`config.mk`:
```
export PLATFORM = sky130hd
export DESIGN_NAME = lsmrb_queue
export DESIGN_NICKNAME = d
export VERILOG_FILES = /design/src/rtl/lidar_scan_min_range_binning_macros.svh /design/src/rtl/lsmrb_pkg.sv /design/src/rtl/lsmrb_queue.sv
export SDC_FILE = /design/constraint.sdc
export NUM_CORES = 1
export LEC_CHECK = 0
export BUFFER_PORTS_ARGS = -buffer_cell sky130_fd_sc_hd__buf_2
export CORE_UTILIZATION = 47
export CTS_BUF_LIST = sky130_fd_sc_hd__clkbuf_4 sky130_fd_sc_hd__clkbuf_8 sky130_fd_sc_hd__clkbuf_16
export DETAILED_ROUTE_END_ITERATION = 8
export PLACE_DENSITY = 0.76
export SKIP_LAST_GASP = 1
export SYNTH_ARGS = -nofsm -noshare
export SYNTH_HDL_FRONTEND = slang
export SYNTH_SLANG_ARGS = --single-unit
```
`constraint.sdc`:
```
create_clock -name clk -period 3.4 [get_ports clk]
set_clock_uncertainty 0.2 [all_clocks]
set_input_delay 0.51 -clock clk [delete_from_list [all_inputs] [get_ports clk]]
set_output_delay 0.51 -clock clk [all_outputs]
set_load 0.1 [all_outputs]
```
`src/rtl/lidar_scan_min_range_binning_macros.svh`:
```
// Assertion helpers for the lidar binning block.
`ifndef LIDAR_SCAN_MIN_RANGE_BINNING_MACROS_SVH
`define LIDAR_SCAN_MIN_RANGE_BINNING_MACROS_SVH
`ifndef SYNTHESIS
// Same-cycle implication.
`define LSMRB_ASSERT_IMP(lbl, clk, rst_n, ante, cons) \
	lbl: assert property (@(posedge clk) disable iff (!rst_n) (ante) |-> (cons)) \
		else $error("lsmrb assertion failed");
// Next-cycle implication.
`define LSMRB_ASSERT_NXT(lbl, clk, rst_n, ante, cons) \
	lbl: assert property (@(posedge clk) disable iff (!rst_n) (ante) |=> (cons)) \
		else $error("lsmrb assertion failed");
`else
`define LSMRB_ASSERT_IMP(lbl, clk, rst_n, ante, cons)
`define LSMRB_ASSERT_NXT(lbl, clk, rst_n, ante, cons)
`endif
`endif

```
`src/rtl/lsmrb_pkg.sv`:
```
package lsmrb_pkg;

	localparam int NUM_BINS    = 1024;
	localparam int MAX_SAMPLES = 4096;
	localparam int RANGE_BITS  = 24;

	localparam int REQ_W     = 2;
	localparam int INDEX_W   = 12;
	localparam int IN_RANGE_W = 24;
	localparam int SEL_W     = 10;
	localparam int OUT_BIN_W = 10;
	localparam int OUT_RANGE_W = 24;
	localparam int VBINS_W   = 11;
	localparam int SSEEN_W   = 13;

	localparam int START_W   = 20;
	localparam int STEP_W    = 19;
	localparam int CFG_W     = 24;
	localparam int CFG_IDX_W = 3;

	localparam logic [START_W-1:0] START_RST = START_W'(0);
	localparam logic [STEP_W-1:0]  STEP_RST  = STEP_W'(512);
	localparam logic [CFG_W-1:0]   MINR_RST  = CFG_W'(10);
	localparam logic [CFG_W-1:0]   RLOW_RST  = CFG_W'(921600);
	localparam logic [CFG_W-1:0]   RHIGH_RST = CFG_W'(1126400);

	localparam int FULL_TURN   = 368640;
	localparam int TURN_SHIFT  = 13;
	localparam int TURN_ODD    = FULL_TURN >> TURN_SHIFT;
	localparam int TURN_OFFSET = 2 * FULL_TURN;
	localparam int PROD_W      = STEP_W + INDEX_W;
	localparam int ANGLE_W     = 32;
	localparam int HI_W        = ANGLE_W - TURN_SHIFT;
	localparam int RECIP       = (1 << HI_W) / TURN_ODD;
	localparam int QW          = $clog2(RECIP + 1);
	localparam int RW          = $clog2(TURN_ODD);
	localparam int MW          = RW + TURN_SHIFT;

	localparam int BIN_W    = $clog2(NUM_BINS);
	localparam int ROW_BINS = 4;
	localparam int LANE_W   = $clog2(ROW_BINS);
	localparam int NUM_ROWS = NUM_BINS / ROW_BINS;
	localparam int ROW_W    = $clog2(NUM_ROWS);
	localparam int SCNT_W   = $clog2(MAX_SAMPLES + 1);
	localparam int OCNT_W   = $clog2(NUM_BINS + 1);

	localparam int QUEUE_DEPTH = 2;
	localparam int QPTR_W      = $clog2(QUEUE_DEPTH);
	localparam int QCNT_W      = $clog2(QUEUE_DEPTH + 1);

	typedef enum logic [REQ_W-1:0] {
		REQ_CLEAR  = 2'd0,
		REQ_SAMPLE = 2'd1,
		REQ_READ   = 2'd2
	} req_t;

	typedef enum logic [CFG_IDX_W-1:0] {
		CFG_ANGLE_START = 3'd0,
		CFG_ANGLE_STEP  = 3'd1,
		CFG_MIN_RANGE   = 3'd2,
		CFG_REJECT_LOW  = 3'd3,
		CFG_REJECT_HIGH = 3'd4
	} cfg_reg_t;

	typedef struct packed {
		logic [REQ_W-1:0]      req_type;
		logic                  ok;
		logic [BIN_W-1:0]      bin;
		logic [SEL_W-1:0]      sel;
		logic [RANGE_BITS-1:0] smp_range;
	} q_item_t;

	typedef struct packed {
		logic                  occ;
		logic [RANGE_BITS-1:0] min_range;
	} lane_t;

	typedef lane_t [ROW_BINS-1:0] row_t;

endpackage

```
`src/rtl/lsmrb_queue.sv`:
```
module lsmrb_queue (
	input  logic               clk,
	input  logic               arst_n,
	input  logic               push_valid,
	output logic               push_ready,
	input  lsmrb_pkg::q_item_t push_item,
	output logic               pop_valid,
	input  logic               pop_ready,
	output lsmrb_pkg::q_item_t pop_item
);

	lsmrb_pkg::q_item_t slot_q [lsmrb_pkg::QUEUE_DEPTH];
	logic [lsmrb_pkg::QPTR_W-1:0] wr_ptr_q;
	logic [lsmrb_pkg::QPTR_W-1:0] rd_ptr_q;
	logic [lsmrb_pkg::QCNT_W-1:0] cnt_q;
	logic push, pop;

	assign push_ready = cnt_q < lsmrb_pkg::QCNT_W'(lsmrb_pkg::QUEUE_DEPTH);
	assign pop_valid  = cnt_q != '0;
	assign pop_item   = slot_q[rd_ptr_q];
	assign push       = push_valid && push_ready;
	assign pop        = pop_valid && pop_ready;

	always_ff @(posedge clk or negedge arst_n) begin
		if (!arst_n) begin
			wr_ptr_q <= '0;
			rd_ptr_q <= '0;
			cnt_q    <= '0;
		end else begin
			if (push) begin
				wr_ptr_q <= (wr_ptr_q == lsmrb_pkg::QPTR_W'(lsmrb_pkg::QUEUE_DEPTH - 1)) ?
					'0 : wr_ptr_q + lsmrb_pkg::QPTR_W'(1);
			end
			if (pop) begin
				rd_ptr_q <= (rd_ptr_q == lsmrb_pkg::QPTR_W'(lsmrb_pkg::QUEUE_DEPTH - 1)) ?
					'0 : rd_ptr_q + lsmrb_pkg::QPTR_W'(1);
			end
			if (push && !pop) begin
				cnt_q <= cnt_q + lsmrb_pkg::QCNT_W'(1);
			end else if (pop && !push) begin
				cnt_q <= cnt_q - lsmrb_pkg::QCNT_W'(1);
			end
		end
	end

	always_ff @(posedge clk) begin
		if (push) begin
			slot_q[wr_ptr_q] <= push_item;
		end
	end

endmodule

```
# Word level (Yosys, flattened, before mapping)
# Memory sizes are Yosys's and may differ from the RTL's.
# Index checks and enable logic that the tools add are counted.
dict set report totals {
  register_bits 4
  ram_bits 94
  input_bits 51
  out_inout_bits 49
  elab_cells 23
  n_memories 1
}
# name depth width rd rd_clocked_by_memory_dff write_ports line_no
set mem_list {}
lappend mem_list {slot_q 2 47 1 0 1 lsmrb_queue.sv:12} ;# lsmrb_pkg::q_item_t slot_q [lsmrb_pkg::QUEUE_DEPTH];
dict set report op_classes {
  add_sub_neg 4
  order_cmp 1
  muxes 6
  n_reduce_logical 8
}
# op n
set op_table {}
lappend op_table {{1-bit logical AND} 4}
lappend op_table {{1-bit 2-to-1 mux} 4}
lappend op_table {{2-bit 2-to-1 mux} 2}
lappend op_table {{2-bit nonzero test} 2}
lappend op_table {{1-bit adder, second input constant} 2}
lappend op_table {{2-bit by 1-bit adder with 2-bit output, second input constant} 1}
lappend op_table {{1-bit logical NOT} 2}
lappend op_table {{2-bit < comparator, second input constant} 1}
lappend op_table {{2-bit by 1-bit subtractor with 2-bit output, second input constant} 1}

# Depth between registers and ports, before layout
dict set report depth {
  depth_word 6
  depth_mapped 6
  mapped_depth_nobuf 6
}

# Worst setup path before layout
# OpenSTA, ideal clock, no wires.
dict set report synth_path {
  path_type {input to register}
  start {in push_valid}
  end {mem slot_q[0][0] (netlist bit), enable pin}
  arrival_ns 2.890
  required_time_ns 2.743
  setup_slack_ns -0.148
  path_stages 2
  path_cell_list {nor2b_1 > nor2b_1}
}
dict set report synth_between {
  elab_chain_cells 3
}
# item line_no
set synth_lines {}
lappend synth_lines {{start: declaration} lsmrb_queue.sv:4} ;# input logic push_valid,
lappend synth_lines {{1-bit logical AND} lsmrb_queue.sv:21} ;# assign push = push_valid && push_ready;
lappend synth_lines {{1-bit 2-to-1 mux} lsmrb_queue.sv:47} ;# if (push) begin
lappend synth_lines {{1-bit 2-to-1 mux (not written as such)} lsmrb_queue.sv:48} ;# slot_q[wr_ptr_q] <= push_item;
lappend synth_lines {{end: declaration} lsmrb_queue.sv:12}
# No other way between the ends.

==> results.sh <==
export IMPL_status="finished, final reports clean"
export IMPL_final_nets=325
export IMPL_drt_iter0_drc=130
export IMPL_synth_common_cells="94 x edfxtp_1, 27 x mux2_2, 20 x mux2_4"
export IMPL_clkTransAtPathRegs_ns=0.09
export IMPL_ant_nets=0
export IMPL_yosysTopAreaCellShare_pct=77.05
export IMPL_die_area_sq_um=8151
export IMPL_worst_pin_slew_ns=0.6426
export IMPL_fillers=557
export IMPL_period_share_pct=73.35
export IMPL_r2r_start="cnt_q[1]"
export IMPL_maxCapViolCount=0
export IMPL_coreArea_sq_um=7408
export IMPL_num_rows=31
export IMPL_cp_data_required_time_ns=2.69
export IMPL_clock_fmax_mhz=401.0
export IMPL_drv_slew=0
export IMPL_worst_endpoint_arrival_ns=1.78
export IMPL_synth_ff_type="edfxtp_1"
export IMPL_cts_tree="yes"
export IMPL_avgSynthCellArea_sq_um=22.48
export IMPL_ios=100
export IMPL_fin_util_pct=60.46
export IMPL_mappedNetlistArea_sq_um=3664
export IMPL_grt_pass1_vias=1842
export IMPL_synth_warnings=0
export IMPL_drive_above_1_share_pct=61.15
export IMPL_min_period_ns=2.494
export IMPL_setup_worst_path_start="rd_ptr_q"
export IMPL_grt_antenna_before_repair=0
export IMPL_die_h_um=90.29
export IMPL_worst_skew_pair_late_latency_ns=0.35
export IMPL_criticalPathCategory="register to output pin"
export IMPL_ys_seq_elements=98
export IMPL_hold_class="primary input to register"
export IMPL_async_reset_ff_share_pct=4.082
export IMPL_place_hpwl_mm=3.922
export IMPL_dieWidth_um=90.29
export IMPL_seq_area_frac_synth_pct=79.78
export IMPL_setup_violations_final=0
export IMPL_synth_area_top_cells="edfxtp_1 77%, mux2_2 8.3%, mux2_4 8.2%"
export IMPL_path_cells="buf_4 -> mux2_2 -> buf_2"
export IMPL_cts_sinks=98
export IMPL_critPathMaxFanout=26
export IMPL_htree_levels=3
export IMPL_synthesis_nets=215
export IMPL_synth_edff_count=94
export IMPL_via_count=1831
export IMPL_synth_cells=163
export IMPL_num_antenna_cells=0
export IMPL_dp_cells=360
export IMPL_seqCellArea_sq_um=2924
export IMPL_cts_root_buf="clkbuf_8"
export IMPL_track_usage_pct=14.94
export IMPL_max_slew_margin_pct=57.16
export IMPL_multi_input_comb_area_sq_um=701.9
export IMPL_gp_congestion=0.6882
export IMPL_wl_mm=5.840
export IMPL_hold_start="push_item[36]"
export IMPL_routed_via_density=4.857
export IMPL_grt_pass1_wl_mm=8.970
export IMPL_grt_start_max_net_pins=48
export IMPL_rsz0062_at_grt="no"
export IMPL_worst_path_buf_inv=2
export IMPL_start_util_pct=49.45
export IMPL_tns_ns=0
export IMPL_firstDrtPassIters=4
export IMPL_wl_per_cell_um=15.49
export IMPL_cts_buffers=9
export IMPL_clockBufferDepth=2
export IMPL_post_synth_top_count_cell="edfxtp_1"
export IMPL_cp_top_family="buffers and inverters"
export IMPL_yosys_area_top_type="edfxtp_1"
export IMPL_synth_distinct_cells=15
export IMPL_syn_to_final_growth_pct=22.27
export IMPL_drc=0
export IMPL_slowest_delay_ns=0.39
export IMPL_gr_total_overflow=0
export IMPL_finalHoldViolations=0
export IMPL_port_buffers=99
export IMPL_critPathLaunchType="register"
export IMPL_worst_setup_path_end_kind="output pin"
export IMPL_final_cells=377
export IMPL_slowest_stage="mux2_2"
-- final cells by class --
type                       instances  share of cell area (%)
clock buffer                       9                   2.765
clock inverter                     7                   1.201
inverter                           1                 0.08380
multi-input combinational         59                   15.67
sequential                        98                   65.28
tap                               99                   2.765
timing repair buffer             104                   12.23
-- cell usage in the layout (no fill, tap or decap), drive strengths merged --
cell type / netlist / final
buf: 5 / 103
edfxtp: 94 / 94
mux2: 47 / 47
clkbuf: 0 / 9
clkinv: 0 / 5
dfrtp: 4 / 4
xnor2: 3 / 3
inv: 1 / 3
xor2: 2 / 2
nor2b: 2 / 2
or2: 1 / 1
nand2: 1 / 1
and2: 1 / 1
nor2: 1 / 1
ha: 1 / 1
dlygate4sd3: 0 / 1
-- path summary, 6_finish.rpt --
kind | slack, ns | cells after the start | endpoint
setup / recovery | 0.91 | 3 | pop_item[40]
hold / removal | 0.14 | 1 | slot_q[0][36]
setup reg to reg | 1.36 | 3 | slot_q[1][42]
hold reg to reg | 0.33 | 1 | cnt_q[0]
max in group asynchronous | 2.58 | 2 | rd_ptr_q
min in group asynchronous | 0.29 | 2 | cnt_q[1]
-- stage by stage --
| stage | hold WS, ns | setup WS [ns] | instance area [sq um] |
|---|---|---|---|
| floorplan | 0.01441 | 0.7373 | 3666 |
| CTS | 0.1193 | 0.8697 | 4479 |
| global placement | 0.1218 | 1.154 | 4292 |
| detailed placement | 0.1204 | 1.138 | 4292 |
| global route | 0.1111 | 0.8331 | 4479 |
| finish | 0.1382 | 0.9061 | 4479 |
-- what timing repair did --
action	4_1_cts	5_1_grt
hold endpoints to repair	4	0
hold buffers	1	0
resized for setup	0	0
buffers inserted	0	0
-- registers in the layout, indices dropped and copies added, names as in the netlist --
register / count
slot_q: 94
wr_ptr_q: 1
cnt_q: 2
rd_ptr_q: 1
-- kinds of logic after synthesis --
| kind of cell | count (synthesis) | share of synthesized area [%] |
|---|---|---|
| adders and majority gates | 1 | 0.3415 |
| xor gates and xnor gates | 5 | 1.196 |
| muxes | 47 | 16.50 |
| DFF | 98 | 79.78 |
| and+or+nand+nor | 6 | 0.8879 |
| buffers and inverters | 6 | 1.298 |
-- per-layer routing --
metal	part of all wire, %	wire, um	global-route usage, %
met5	0	0	0
met4	1.8	108	8.065
met3	5.3	308	3.872
met2	51	2953	24.36
met1	42	2470	18.29
-- worst register-to-register path: cells and delay by family (launching register included) --
family / cells / cell delay, ns
buffers and inverters: 1 / 0.28
flip-flops: 1 / 0.41
AND/OR/NAND/NOR: 2 / 0.87
Power is left out: the tool's default activity adds up to more than one toggle a clock period on the data nets, which glitch-free logic cannot reach.
