`src/rtl/lidar_scan_min_range_binning_macros.svh`:
```
// Assertion helpers for the lidar binning block.
`ifndef LIDAR_SCAN_MIN_RANGE_BINNING_MACROS_SVH
`define LIDAR_SCAN_MIN_RANGE_BINNING_MACROS_SVH
`ifndef SYNTHESIS
// Same-cycle implication.
`define LSMRB_ASSERT_IMP(lbl, clk, rst_n, ante, cons) \
	lbl: assert property (@(posedge clk) disable iff (!rst_n) (ante) |-> (cons)) \
		else $error("lsmrb assertion failed");
// Next-cycle implication.
`define LSMRB_ASSERT_NXT(lbl, clk, rst_n, ante, cons) \
	lbl: assert property (@(posedge clk) disable iff (!rst_n) (ante) |=> (cons)) \
		else $error("lsmrb assertion failed");
`else
`define LSMRB_ASSERT_IMP(lbl, clk, rst_n, ante, cons)
`define LSMRB_ASSERT_NXT(lbl, clk, rst_n, ante, cons)
`endif
`endif

```
`src/rtl/lsmrb_pkg.sv`:
```
package lsmrb_pkg;

	localparam int NUM_BINS    = 1024;
	localparam int MAX_SAMPLES = 4096;
	localparam int RANGE_BITS  = 24;

	localparam int REQ_W     = 2;
	localparam int INDEX_W   = 12;
	localparam int IN_RANGE_W = 24;
	localparam int SEL_W     = 10;
	localparam int OUT_BIN_W = 10;
	localparam int OUT_RANGE_W = 24;
	localparam int VBINS_W   = 11;
	localparam int SSEEN_W   = 13;

	localparam int START_W   = 20;
	localparam int STEP_W    = 19;
	localparam int CFG_W     = 24;
	localparam int CFG_IDX_W = 3;

	localparam logic [START_W-1:0] START_RST = START_W'(0);
	localparam logic [STEP_W-1:0]  STEP_RST  = STEP_W'(512);
	localparam logic [CFG_W-1:0]   MINR_RST  = CFG_W'(10);
	localparam logic [CFG_W-1:0]   RLOW_RST  = CFG_W'(921600);
	localparam logic [CFG_W-1:0]   RHIGH_RST = CFG_W'(1126400);

	localparam int FULL_TURN   = 368640;
	localparam int TURN_SHIFT  = 13;
	localparam int TURN_ODD    = FULL_TURN >> TURN_SHIFT;
	localparam int TURN_OFFSET = 2 * FULL_TURN;
	localparam int PROD_W      = STEP_W + INDEX_W;
	localparam int ANGLE_W     = 32;
	localparam int HI_W        = ANGLE_W - TURN_SHIFT;
	localparam int RECIP       = (1 << HI_W) / TURN_ODD;
	localparam int QW          = $clog2(RECIP + 1);
	localparam int RW          = $clog2(TURN_ODD);
	localparam int MW          = RW + TURN_SHIFT;

	localparam int BIN_W    = $clog2(NUM_BINS);
	localparam int ROW_BINS = 4;
	localparam int LANE_W   = $clog2(ROW_BINS);
	localparam int NUM_ROWS = NUM_BINS / ROW_BINS;
	localparam int ROW_W    = $clog2(NUM_ROWS);
	localparam int SCNT_W   = $clog2(MAX_SAMPLES + 1);
	localparam int OCNT_W   = $clog2(NUM_BINS + 1);

	localparam int QUEUE_DEPTH = 2;
	localparam int QPTR_W      = $clog2(QUEUE_DEPTH);
	localparam int QCNT_W      = $clog2(QUEUE_DEPTH + 1);

	typedef enum logic [REQ_W-1:0] {
		REQ_CLEAR  = 2'd0,
		REQ_SAMPLE = 2'd1,
		REQ_READ   = 2'd2
	} req_t;

	typedef enum logic [CFG_IDX_W-1:0] {
		CFG_ANGLE_START = 3'd0,
		CFG_ANGLE_STEP  = 3'd1,
		CFG_MIN_RANGE   = 3'd2,
		CFG_REJECT_LOW  = 3'd3,
		CFG_REJECT_HIGH = 3'd4
	} cfg_reg_t;

	typedef struct packed {
		logic [REQ_W-1:0]      req_type;
		logic                  ok;
		logic [BIN_W-1:0]      bin;
		logic [SEL_W-1:0]      sel;
		logic [RANGE_BITS-1:0] smp_range;
	} q_item_t;

	typedef struct packed {
		logic                  occ;
		logic [RANGE_BITS-1:0] min_range;
	} lane_t;

	typedef lane_t [ROW_BINS-1:0] row_t;

endpackage

```
`src/rtl/lsmrb_if.sv`:
```
interface lsmrb_req_if;
	logic                               valid;
	logic                               ready;
	logic [lsmrb_pkg::REQ_W-1:0]        req_type;
	logic [lsmrb_pkg::INDEX_W-1:0]      sample_index;
	logic [lsmrb_pkg::IN_RANGE_W-1:0]   sample_range;
	logic [lsmrb_pkg::SEL_W-1:0]        bin_select;

	modport source (output valid, req_type, sample_index, sample_range, bin_select,
		input ready);
	modport sink (input valid, req_type, sample_index, sample_range, bin_select,
		output ready);
endinterface


```
`src/rtl/lsmrb_front.sv`:
```
module lsmrb_front (
	input  logic                              clk,
	input  logic                              arst_n,
	lsmrb_req_if.sink                         req,
	input  logic                              cfg_wr_en,
	input  logic [lsmrb_pkg::CFG_IDX_W-1:0]   cfg_index,
	input  logic [lsmrb_pkg::CFG_W-1:0]       cfg_wdata,
	output logic                              push_valid,
	input  logic                              push_ready,
	output lsmrb_pkg::q_item_t                push_item
);

	function automatic logic [lsmrb_pkg::QW-1:0] div_est(input logic [lsmrb_pkg::HI_W-1:0] x);
		logic [lsmrb_pkg::HI_W+lsmrb_pkg::QW-1:0] p;
		p = (lsmrb_pkg::HI_W + lsmrb_pkg::QW)'(x) *
			(lsmrb_pkg::HI_W + lsmrb_pkg::QW)'(lsmrb_pkg::RECIP);
		return p[lsmrb_pkg::HI_W+lsmrb_pkg::QW-1:lsmrb_pkg::HI_W];
	endfunction

	logic [lsmrb_pkg::START_W-1:0] start_q;
	logic [lsmrb_pkg::STEP_W-1:0]  step_q;
	logic [lsmrb_pkg::CFG_W-1:0]   minr_q;
	logic [lsmrb_pkg::CFG_W-1:0]   rlow_q;
	logic [lsmrb_pkg::CFG_W-1:0]   rhigh_q;

	logic stall;
	logic take;
	logic v_s1, v_s2, v_s3, v_s4, v_s5, v_s6;
	lsmrb_pkg::q_item_t item_in, item_s1, item_s2, item_s3, item_s4, item_s5, item_s6;

	logic [lsmrb_pkg::INDEX_W-1:0]    idx_s1;
	logic [lsmrb_pkg::PROD_W-1:0]     prod_s2;
	logic [lsmrb_pkg::HI_W-1:0]       hi_s3;
	logic [lsmrb_pkg::TURN_SHIFT-1:0] lo_s3;
	logic [lsmrb_pkg::QW-1:0]         q_s3;
	logic [lsmrb_pkg::MW-1:0]         m_s4;
	logic [lsmrb_pkg::HI_W-1:0]       x2_s5;
	logic [lsmrb_pkg::HI_W-1:0]       x2_s6;
	logic [lsmrb_pkg::QW-1:0]         q2_s6;

	logic [lsmrb_pkg::CFG_W-1:0]   rng_in;
	logic [lsmrb_pkg::ANGLE_W-1:0] start_ext;
	logic [lsmrb_pkg::ANGLE_W-1:0] angle_u;
	logic [lsmrb_pkg::HI_W-1:0]    r3;
	logic [lsmrb_pkg::HI_W-1:0]    r3c;
	logic [lsmrb_pkg::ANGLE_W-1:0] p4;
	logic [lsmrb_pkg::HI_W-1:0]    r6;
	logic [lsmrb_pkg::QW-1:0]      qc6;
	logic [lsmrb_pkg::BIN_W-1:0]   bin_s6;

	always_ff @(posedge clk or negedge arst_n) begin
		if (!arst_n) begin
			start_q <= lsmrb_pkg::START_RST;
			step_q  <= lsmrb_pkg::STEP_RST;
			minr_q  <= lsmrb_pkg::MINR_RST;
			rlow_q  <= lsmrb_pkg::RLOW_RST;
			rhigh_q <= lsmrb_pkg::RHIGH_RST;
		end else if (cfg_wr_en) begin
			unique case (cfg_index)
				lsmrb_pkg::CFG_ANGLE_START: start_q <= cfg_wdata[lsmrb_pkg::START_W-1:0];
				lsmrb_pkg::CFG_ANGLE_STEP:  step_q  <= cfg_wdata[lsmrb_pkg::STEP_W-1:0];
				lsmrb_pkg::CFG_MIN_RANGE:   minr_q  <= cfg_wdata;
				lsmrb_pkg::CFG_REJECT_LOW:  rlow_q  <= cfg_wdata;
				lsmrb_pkg::CFG_REJECT_HIGH: rhigh_q <= cfg_wdata;
				default: begin
				end
			endcase
		end
	end

	assign stall     = v_s6 && !push_ready;
	assign req.ready = !stall;
	assign take      = req.valid && !stall;

	// classify the range at entry
	always_comb begin
		rng_in             = lsmrb_pkg::CFG_W'(req.sample_range[lsmrb_pkg::RANGE_BITS-1:0]);
		item_in.req_type   = req.req_type;
		item_in.ok         = (rng_in > minr_q) && !((rng_in > rlow_q) && (rng_in < rhigh_q));
		item_in.bin        = '0;
		item_in.sel        = req.bin_select;
		item_in.smp_range  = req.sample_range[lsmrb_pkg::RANGE_BITS-1:0];
	end

	always_ff @(posedge clk or negedge arst_n) begin
		if (!arst_n) begin
			v_s1 <= 1'b0;
			v_s2 <= 1'b0;
			v_s3 <= 1'b0;
			v_s4 <= 1'b0;
			v_s5 <= 1'b0;
			v_s6 <= 1'b0;
		end else if (!stall) begin
			v_s1 <= take;
			v_s2 <= v_s1;
			v_s3 <= v_s2;
			v_s4 <= v_s3;
			v_s5 <= v_s4;
			v_s6 <= v_s5;
		end
	end

	always_comb begin
		start_ext = {{(lsmrb_pkg::ANGLE_W - lsmrb_pkg::START_W){start_q[lsmrb_pkg::START_W-1]}},
			start_q};
		angle_u = lsmrb_pkg::ANGLE_W'(prod_s2) + start_ext +
			lsmrb_pkg::ANGLE_W'(lsmrb_pkg::TURN_OFFSET);
		r3  = hi_s3 - lsmrb_pkg::HI_W'(q_s3) * lsmrb_pkg::HI_W'(lsmrb_pkg::TURN_ODD);
		r3c = (r3 >= lsmrb_pkg::HI_W'(lsmrb_pkg::TURN_ODD)) ?
			r3 - lsmrb_pkg::HI_W'(lsmrb_pkg::TURN_ODD) : r3;
		p4  = lsmrb_pkg::ANGLE_W'(m_s4) * lsmrb_pkg::ANGLE_W'(lsmrb_pkg::NUM_BINS);
		r6  = x2_s6 - lsmrb_pkg::HI_W'(q2_s6) * lsmrb_pkg::HI_W'(lsmrb_pkg::TURN_ODD);
		qc6 = (r6 >= lsmrb_pkg::HI_W'(lsmrb_pkg::TURN_ODD)) ?
			q2_s6 + lsmrb_pkg::QW'(1) : q2_s6;
		bin_s6 = (lsmrb_pkg::ANGLE_W'(qc6) >= lsmrb_pkg::ANGLE_W'(lsmrb_pkg::NUM_BINS)) ?
			lsmrb_pkg::BIN_W'(lsmrb_pkg::NUM_BINS - 1) : qc6[lsmrb_pkg::BIN_W-1:0];
	end

	always_ff @(posedge clk) begin
		if (!stall) begin
			item_s1 <= item_in;
			idx_s1  <= req.sample_index;
			item_s2 <= item_s1;
			prod_s2 <= lsmrb_pkg::PROD_W'(step_q) * lsmrb_pkg::PROD_W'(idx_s1);
			item_s3 <= item_s2;
			hi_s3   <= angle_u[lsmrb_pkg::ANGLE_W-1:lsmrb_pkg::TURN_SHIFT];
			lo_s3   <= angle_u[lsmrb_pkg::TURN_SHIFT-1:0];
			q_s3    <= div_est(angle_u[lsmrb_pkg::ANGLE_W-1:lsmrb_pkg::TURN_SHIFT]);
			item_s4 <= item_s3;
			m_s4    <= {r3c[lsmrb_pkg::RW-1:0], lo_s3};
			item_s5 <= item_s4;
			x2_s5   <= p4[lsmrb_pkg::ANGLE_W-1:lsmrb_pkg::TURN_SHIFT];
			item_s6 <= item_s5;
			x2_s6   <= x2_s5;
			q2_s6   <= div_est(x2_s5);
		end
	end

	assign push_valid = v_s6;

	always_comb begin
		push_item     = item_s6;
		push_item.bin = bin_s6;
	end

endmodule

```
`src/flat_wrapper.sv`:
```
// flat-port wrapper written by rule: the top's interface ports become plain ports
module lsmrb_front_flat 
  (clk, arst_n, cfg_wr_en, cfg_index, cfg_wdata, push_valid, push_ready, push_item, req_valid, req_req_type, req_sample_index, req_sample_range, req_bin_select, req_ready);
  lsmrb_req_if req_i ();
  input  logic clk;
  input  logic arst_n;
  input  logic cfg_wr_en;
  input  logic [lsmrb_pkg::CFG_IDX_W-1:0] cfg_index;
  input  logic [lsmrb_pkg::CFG_W-1:0] cfg_wdata;
  output logic push_valid;
  input  logic push_ready;
  output lsmrb_pkg::q_item_t push_item;
  input wire logic [$bits(req_i.valid)-1:0] req_valid;
  input wire logic [$bits(req_i.req_type)-1:0] req_req_type;
  input wire logic [$bits(req_i.sample_index)-1:0] req_sample_index;
  input wire logic [$bits(req_i.sample_range)-1:0] req_sample_range;
  input wire logic [$bits(req_i.bin_select)-1:0] req_bin_select;
  output wire logic [$bits(req_i.ready)-1:0] req_ready;
  assign req_i.valid = req_valid;
  assign req_i.req_type = req_req_type;
  assign req_i.sample_index = req_sample_index;
  assign req_i.sample_range = req_sample_range;
  assign req_i.bin_select = req_bin_select;
  assign req_ready = req_i.ready;
  lsmrb_front u_core (.clk(clk), .arst_n(arst_n), .req(req_i), .cfg_wr_en(cfg_wr_en), .cfg_index(cfg_index), .cfg_wdata(cfg_wdata), .push_valid(push_valid), .push_ready(push_ready), .push_item(push_item));
endmodule
```
`config.mk`:
```
export PLATFORM = sky130hd
export DESIGN_NAME = lsmrb_front_flat
export DESIGN_NICKNAME = d
export VERILOG_FILES = /design/src/rtl/lidar_scan_min_range_binning_macros.svh /design/src/rtl/lsmrb_pkg.sv /design/src/rtl/lsmrb_if.sv /design/src/rtl/lsmrb_front.sv /design/src/flat_wrapper.sv
export SDC_FILE = /design/constraint.sdc
export NUM_CORES = 2
export LEC_CHECK = 0
export BUFFER_PORTS_ARGS = -buffer_cell sky130_fd_sc_hd__buf_2
export CAP_MARGIN = 20
export CORE_ASPECT_RATIO = 1.5
export CORE_UTILIZATION = 45
export CTS_CLUSTER_SIZE = 24
export DETAILED_ROUTE_END_ITERATION = 6
export PLACE_DENSITY = 0.64
export SYNTH_ARGS = -nofsm -noshare
export SYNTH_HDL_FRONTEND = slang
export SYNTH_SLANG_ARGS = --single-unit
```
`constraint.sdc`:
```
create_clock -name clk -period 30.4 [get_ports clk]
set_input_delay 0 -clock clk [delete_from_list [all_inputs] [get_ports clk]]
set_output_delay 0 -clock clk [all_outputs]
set_load 0.01 [all_outputs]
```
## Word level (Yosys, flattened, before mapping)

Index checks and enable logic that the tools add are counted.

| word-level totals | value |
|---|---|
| register bits | 493 |
| bits of input ports | 80 |
| output and inout bits | 49 |

| operators by class | value |
|---|---|
| $add $sub $neg | 6 |
| multiply operators | 5 |
| order comparisons | 6 |
| equal/unequal tests | 4 |
| muxes and demuxes | 3 |
| reductions and logical operators | 13 |

Operator list:

| operator | count |
|---|---|
| > comparator 24 bit | 2 |
| >= comparator 19 x 6 -> 1 bit, second input constant | 2 |
| multiplier 14 x 6 -> 19 bit, second input constant | 2 |
| adder 31 x 32 -> 32 bit | 1 |
| adder 32 x 20 -> 32 bit, second input constant | 1 |
| multiplier 19 x 13 -> 32 bit, second input constant | 1 |
| multiplier 19 x 12 -> 31 bit | 1 |
| multiplier 16 x 13 -> 29 bit, second input constant | 1 |
| less-than comparator 24 bit | 1 |
| subtractor 16 x 19 -> 19 bit | 1 |
| subtractor 19 bit | 1 |
| adder 14 x 1 -> 14 bit, second input constant | 1 |
| >= comparator 14 x 11 -> 1 bit, second input constant | 1 |
| 2-to-1 mux 14 bit | 1 |
| 2-to-1 mux 10 bit | 1 |
| AND reduction 2 bit | 5 |
| equality test 3 x 2 -> 1 bit, second input constant | 2 |
| 2-to-1 mux 6 bit | 1 |
| subtractor 6 bit, second input constant | 1 |
| logical AND 1 bit | 4 |
| equality test 3 x 1 -> 1 bit, second input constant | 1 |
| equality test 3 bit, second input constant | 1 |
| zero test 1 bit | 3 |
| zero test 3 bit | 1 |

## Longest topological paths before layout

| logic depth | value |
|---|---|
| depth in word-level cells | 6 |
| gate-level depth with buffers | 33 |
| mapped depth without buffers | 33 |

## Worst setup path after synthesis

Ideal clock, no wire load.

| timing path | value |
|---|---|
| path kind | reg-to-reg |
| start point | register u_core.v_s6 (netlist: u_core.push_valid) |
| end point | register u_core.v_s1 |
| data arrival time | 12.089 ns |
| data required time | 30.279 ns |
| setup slack | 18.189 ns |
| stages on the path, launching flop included | 4 |
| buffers on the path | 1 |
| period minus slack after synthesis | 12.211 ns |
| cell sequence | dfrtp_1 -> nand2b_1 -> clkbuf_1 -> mux2_2 |

| between the ends | value |
|---|---|
| cells in the longest elaborated chain, start to end | 3 |

RTL lines:

| element | line | RTL |
|---|---|---|
| from (decl) | lsmrb_front.sv:28 | `logic v_s1, v_s2, v_s3, v_s4, v_s5, v_s6;` |
| from (signal assigned) | lsmrb_front.sv:99 | `v_s6 <= v_s5;` |
| logical AND 1 bit | lsmrb_front.sv:71 | `assign stall = v_s6 && !push_ready;` |
| zero test 1 bit | - |  |
| named net req_ready | flat_wrapper.sv:18 | `output wire logic [$bits(req_i.ready)-1:0] req_ready;` |
| logical AND 1 bit | lsmrb_front.sv:73 | `assign take = req.valid && !stall;` |
| to (signal assigned) | lsmrb_front.sv:94 | `v_s1 <= take;` |
| to (decl) | lsmrb_front.sv:28 |  |

The timed path passes the listed nets, and every way through them passes these cells.
A chain may end at the register's enable or synchronous reset.

## Final worst setup path

| timing path | value |
|---|---|
| start point | register u_core.prod_s2[3] (netlist bit) |
| end point | register u_core.q_s3[10] (netlist bit), data pin |

| between the ends | value |
|---|---|
| cells in the longest elaborated chain, start to end | 3 |

RTL lines:

| element | line | RTL |
|---|---|---|
| from (decl) | lsmrb_front.sv:32 | `logic [lsmrb_pkg::PROD_W-1:0] prod_s2;` |
| from (signal assigned) | lsmrb_front.sv:124 | `prod_s2 <= lsmrb_pkg::PROD_W'(step_q) * lsmrb_pkg::PROD_W'(idx_s1);` |
| adder 31 x 32 -> 32 bit | lsmrb_front.sv:106 | `angle_u = lsmrb_pkg::ANGLE_W'(prod_s2) + start_ext +` |
| adder 32 x 20 -> 32 bit | lsmrb_front.sv:106 |  |
| multiplier 19 x 13 -> 32 bit | lsmrb_front.sv:15 | `p = (lsmrb_pkg::HI_W + lsmrb_pkg::QW)'(x) *` |
| to (signal assigned) | lsmrb_front.sv:128 | `q_s3 <= div_est(angle_u[lsmrb_pkg::ANGLE_W-1:lsmrb_pkg::TURN_SHIFT]);` |
| to (decl) | lsmrb_front.sv:35 | `logic [lsmrb_pkg::QW-1:0] q_s3;` |

No other way between the ends.

==> PnR_summary.wiki <==
{| class="wikitable"
! Metric !! Value
|-
| Worst R2R Setup Slack || 22240 ps
|-
| Cell type with the largest total area after synthesis || sky130_fd_sc_hd__edfxtp_1
|-
| Port Buffers || 128
|-
| Startpoint kind of the worst setup timing path || flop
|-
| Filler cell count in the final layout || 6985
|-
| Post-Place Worst Slack || 22200 ps
|-
| TritonCTS Sinks || 484
|-
| Placement row count || 126
|-
| Share of layout cells above drive strength 1 || 0.0979
|-
| Cell count after synthesis || 3099
|-
| Main area contributors after synthesis || sky130_fd_sc_hd__edfxtp_1 31%, sky130_fd_sc_hd__fa_1 18%, sky130_fd_sc_hd__ha_1 16%
|-
| Post-synth EDFFs || 367
|-
| Most common cell after layout, fill and taps aside || sky130_fd_sc_hd__inv_1
|-
| Arrival time of the worst setup path || 8530 ps
|-
| M1 wire length || 27600 µm
|-
| Vias post-DR || 22100
|-
| Clock transition time at the flip-flop clock pins of the worst setup and hold paths || 60 ps
|-
| Met3 wire length || 2170 µm
|-
| Number of endpoints with negative hold slack in the final report || 0
|-
| Root buf cell || sky130_fd_sc_hd__clkbuf_16
|-
| Remaining antenna violation count || 0
|-
| TNS Setup || 0 ps
|-
| Die X || 233 µm
|-
| Worst path setup slack after routing || 22240 ps
|-
| Wire length of the first global-routing pass || 119000 µm
|-
| Maximum buffer depth of the clock tree || 3
|-
| Die outline height || 349 µm
|-
| Post-synthesis sequential element count || 484
|-
| Synthesized netlist net count || 3977
|-
| Biggest fanout along the worst timing path || 6
|-
| Global-route usage over all layers || 0.185
|-
| Worst slew margin relative to its limit || 0.352
|-
| Count of warnings emitted by yosys || 0
|-
| Number of buffers created by CTS || 51
|-
| Cell area after synthesis || 36100 µm²
|-
| Core ar. || 79000 µm²
|-
| RePlAce Congestion || 0.892
|-
| Clock period minus final worst setup slack || 8160 ps
|-
| Most frequent cell on the critical path || sky130_fd_sc_hd__a21oi_1
|-
| Placed instance area || 37900 µm²
|-
| Final hold slack || 22.2 ps
|-
| Total detailed-routing wirelength || 71600 µm
|-
| Post-Synthesis Mean Instance Area || 11.6 µm²
|-
| Largest net degree at the start of global routing || 90
|-
| Starting density of the core || 0.457
|-
| Max H-tree Level || 2
|-
| Critical path data required time || 30770 ps
|-
| Remaining design rule violation count || 0
|-
| Post-Layout Inst Area || 40300 µm²
|-
| Clock latency of the later-clocked register in the worst-skew pair || 620 ps
|-
| Wire length on met2 || 39300 µm
|-
| Proportion of netlist area held by the largest area contributor || 0.306
|-
| Outcome || complete, no violations
|-
| Max_cap viols || 0
|-
| Post-route clock skew || 49.6 ps
|-
| Buf/Inv on CP || 2
|-
| Count of endpoints failing setup in the final report || 0
|-
| Sequential fraction of the synthesis area || 0.387
|-
| Share of the cycle needed by the critical path after routing || 0.268
|-
| Number of antenna violations at the first check in global routing || 2
|-
| Commonest cells after routing, fill and taps aside || 563 x sky130_fd_sc_hd__inv_1, 465 x sky130_fd_sc_hd__ha_1, 367 x sky130_fd_sc_hd__edfxtp_1, 333 x sky130_fd_sc_hd__fa_1, 273 x sky130_fd_sc_hd__nand2_1
|-
| Iteration count of the initial detailed-routing pass || 5
|-
| Critical path type || flop to flop
|-
| Top layer used by detailed routing || met4
|-
| CP endpoint kind || flop
|-
| Global route overflow || 0
|-
| Detailed-route vias per instance || 5.06
|-
| Kind of path behind the tightest hold check || input pin to async pin
|-
| Share of synthesized registers carrying an async set or reset || 0.242
|-
| Family with the most delay on the worst path || compound AO/OA/AOI/OAI gates
|-
| Routed wire per std cell || 16.4 µm
|-
| Largest incremental delay on the critical path || 560 ps
|-
| Area of the die || 81300 µm²
|-
| Clock tree from TritonCTS || done
|-
| Setup repair after global routing missed its margin || false
|-
| Synth unique cells || 80
|-
| Commonest register cell after synthesis || sky130_fd_sc_hd__edfxtp_1
|-
| Crit path max-delay cell type || sky130_fd_sc_hd__fa_1
|-
| Total I/O pin count || 129
|-
| Half-perimeter wire length after detailed placement || 56700 µm
|-
| Area growth from synthesis to layout || 11.9%
|-
| Highest clock rate || 0.123 GHz
|-
| Via count of the first global-routing pass || 23900
|-
| Final count of pins violating max slew || 0
|-
| Worst-Margin Slew || 972 ps
|-
| NumNets Final || 4186
|-
| Number of violations reported at the end of detailed-routing iteration 0 || 795
|}
-- stage by stage --
stage                     utilization  instances
after floorplan                     -       3099
after CTS                       0.510       4372
after detailed placement        0.479       4202
after global routing            0.511       4375
final                           0.511       4375
after global placement          0.479       4202
-- layer usage --
layer	vias to the layer above	track usage
met1	10900	0.199
met3	149	0.0259
met4	0	0.0683
li1	10800	-
met2	293	0.358
met5	-	0
-- registers in the layout (all words and copies together), names as in the netlist, 10 cells and up --
signal,count
u_core.minr_q,24
u_core.x2_s6,16
u_core.item_s1,37
u_core.item_s5,37
u_core.m_s4,16
u_core.step_q,19
u_core.item_s4,37
u_core.prod_s2,31
u_core.q2_s6,11
u_core.item_s2,37
u_core.x2_s5,16
u_core.item_s3,37
u_core.idx_s1,12
u_core.rlow_q,24
u_core.rhigh_q,24
u_core.start_q,20
u_core.hi_s3,19
u_core.push_item,37
u_core.q_s3,14
u_core.lo_s3,10
-- Yosys cell counts (66+ instances only) --
| cell type | n |
|---|---|
| sky130_fd_sc_hd__a21oi_1 | 87 |
| sky130_fd_sc_hd__and2_1 | 86 |
| sky130_fd_sc_hd__dfrtp_1 | 106 |
| sky130_fd_sc_hd__edfxtp_1 | 367 |
| sky130_fd_sc_hd__fa_1 | 333 |
| sky130_fd_sc_hd__ha_1 | 465 |
| sky130_fd_sc_hd__inv_1 | 563 |
| sky130_fd_sc_hd__mux2_2 | 66 |
| sky130_fd_sc_hd__nand2_1 | 273 |
| sky130_fd_sc_hd__nor2_1 | 87 |
| sky130_fd_sc_hd__o21ai_0 | 102 |
| sky130_fd_sc_hd__xnor2_1 | 71 |
-- cell type report --
cell class                      count  area [µm²]  area share
Multi-Input combinational cell   1988       19700       0.489
Inverter                          564        2120      0.0525
Clock buffer                       62        1350      0.0334
Sequential cell                   484       14000       0.346
Clock inverter                     32         350     0.00868
Antenna cell                        2        5.00    0.000124
Timing Repair Buffer              219        1540      0.0381
Tap cell                         1024        1280      0.0318
-- path summary, 6_finish.rpt --
kind / startpoint / endpoint / cells after the start
max: u_core.prod_s2[3] / u_core.q_s3[10] / 31
min: arst_n / u_core.push_valid / 2
min reg2reg: u_core.m_s4[9] / u_core.x2_s5[6] / 0
max in group asynchronous: arst_n / u_core.minr_q[18] / 3
max reg2reg: u_core.prod_s2[3] / u_core.q_s3[10] / 31
min in group clk: cfg_index[2] / u_core.rhigh_q[12] / 6
-- what timing repair did --
item,4_1_cts,5_1_grt
resized for setup,0,0
hold buffers,76,0
endpoints found under the setup margin,0,0
hold endpoints to repair,216,0
setup buffers,0,0
-- cell families (layout without fill, tap and decap cells) --
family,after synthesis,in the layout,share of synthesized area
adder cells (fa/ha/maj),798,798,0.346
other,0,2,0
multiplexers,75,75,0.0235
buffers and inverters,627,877,0.0660
XOR/XNOR,109,109,0.0265
flip-flops,484,484,0.387
AO/OA/AOI/OAI,375,375,0.0670
AND/OR/NAND/NOR,631,631,0.0839
Power is left out: the tool's default activity adds up to more than one toggle a clock period on the data nets, which glitch-free logic cannot reach.
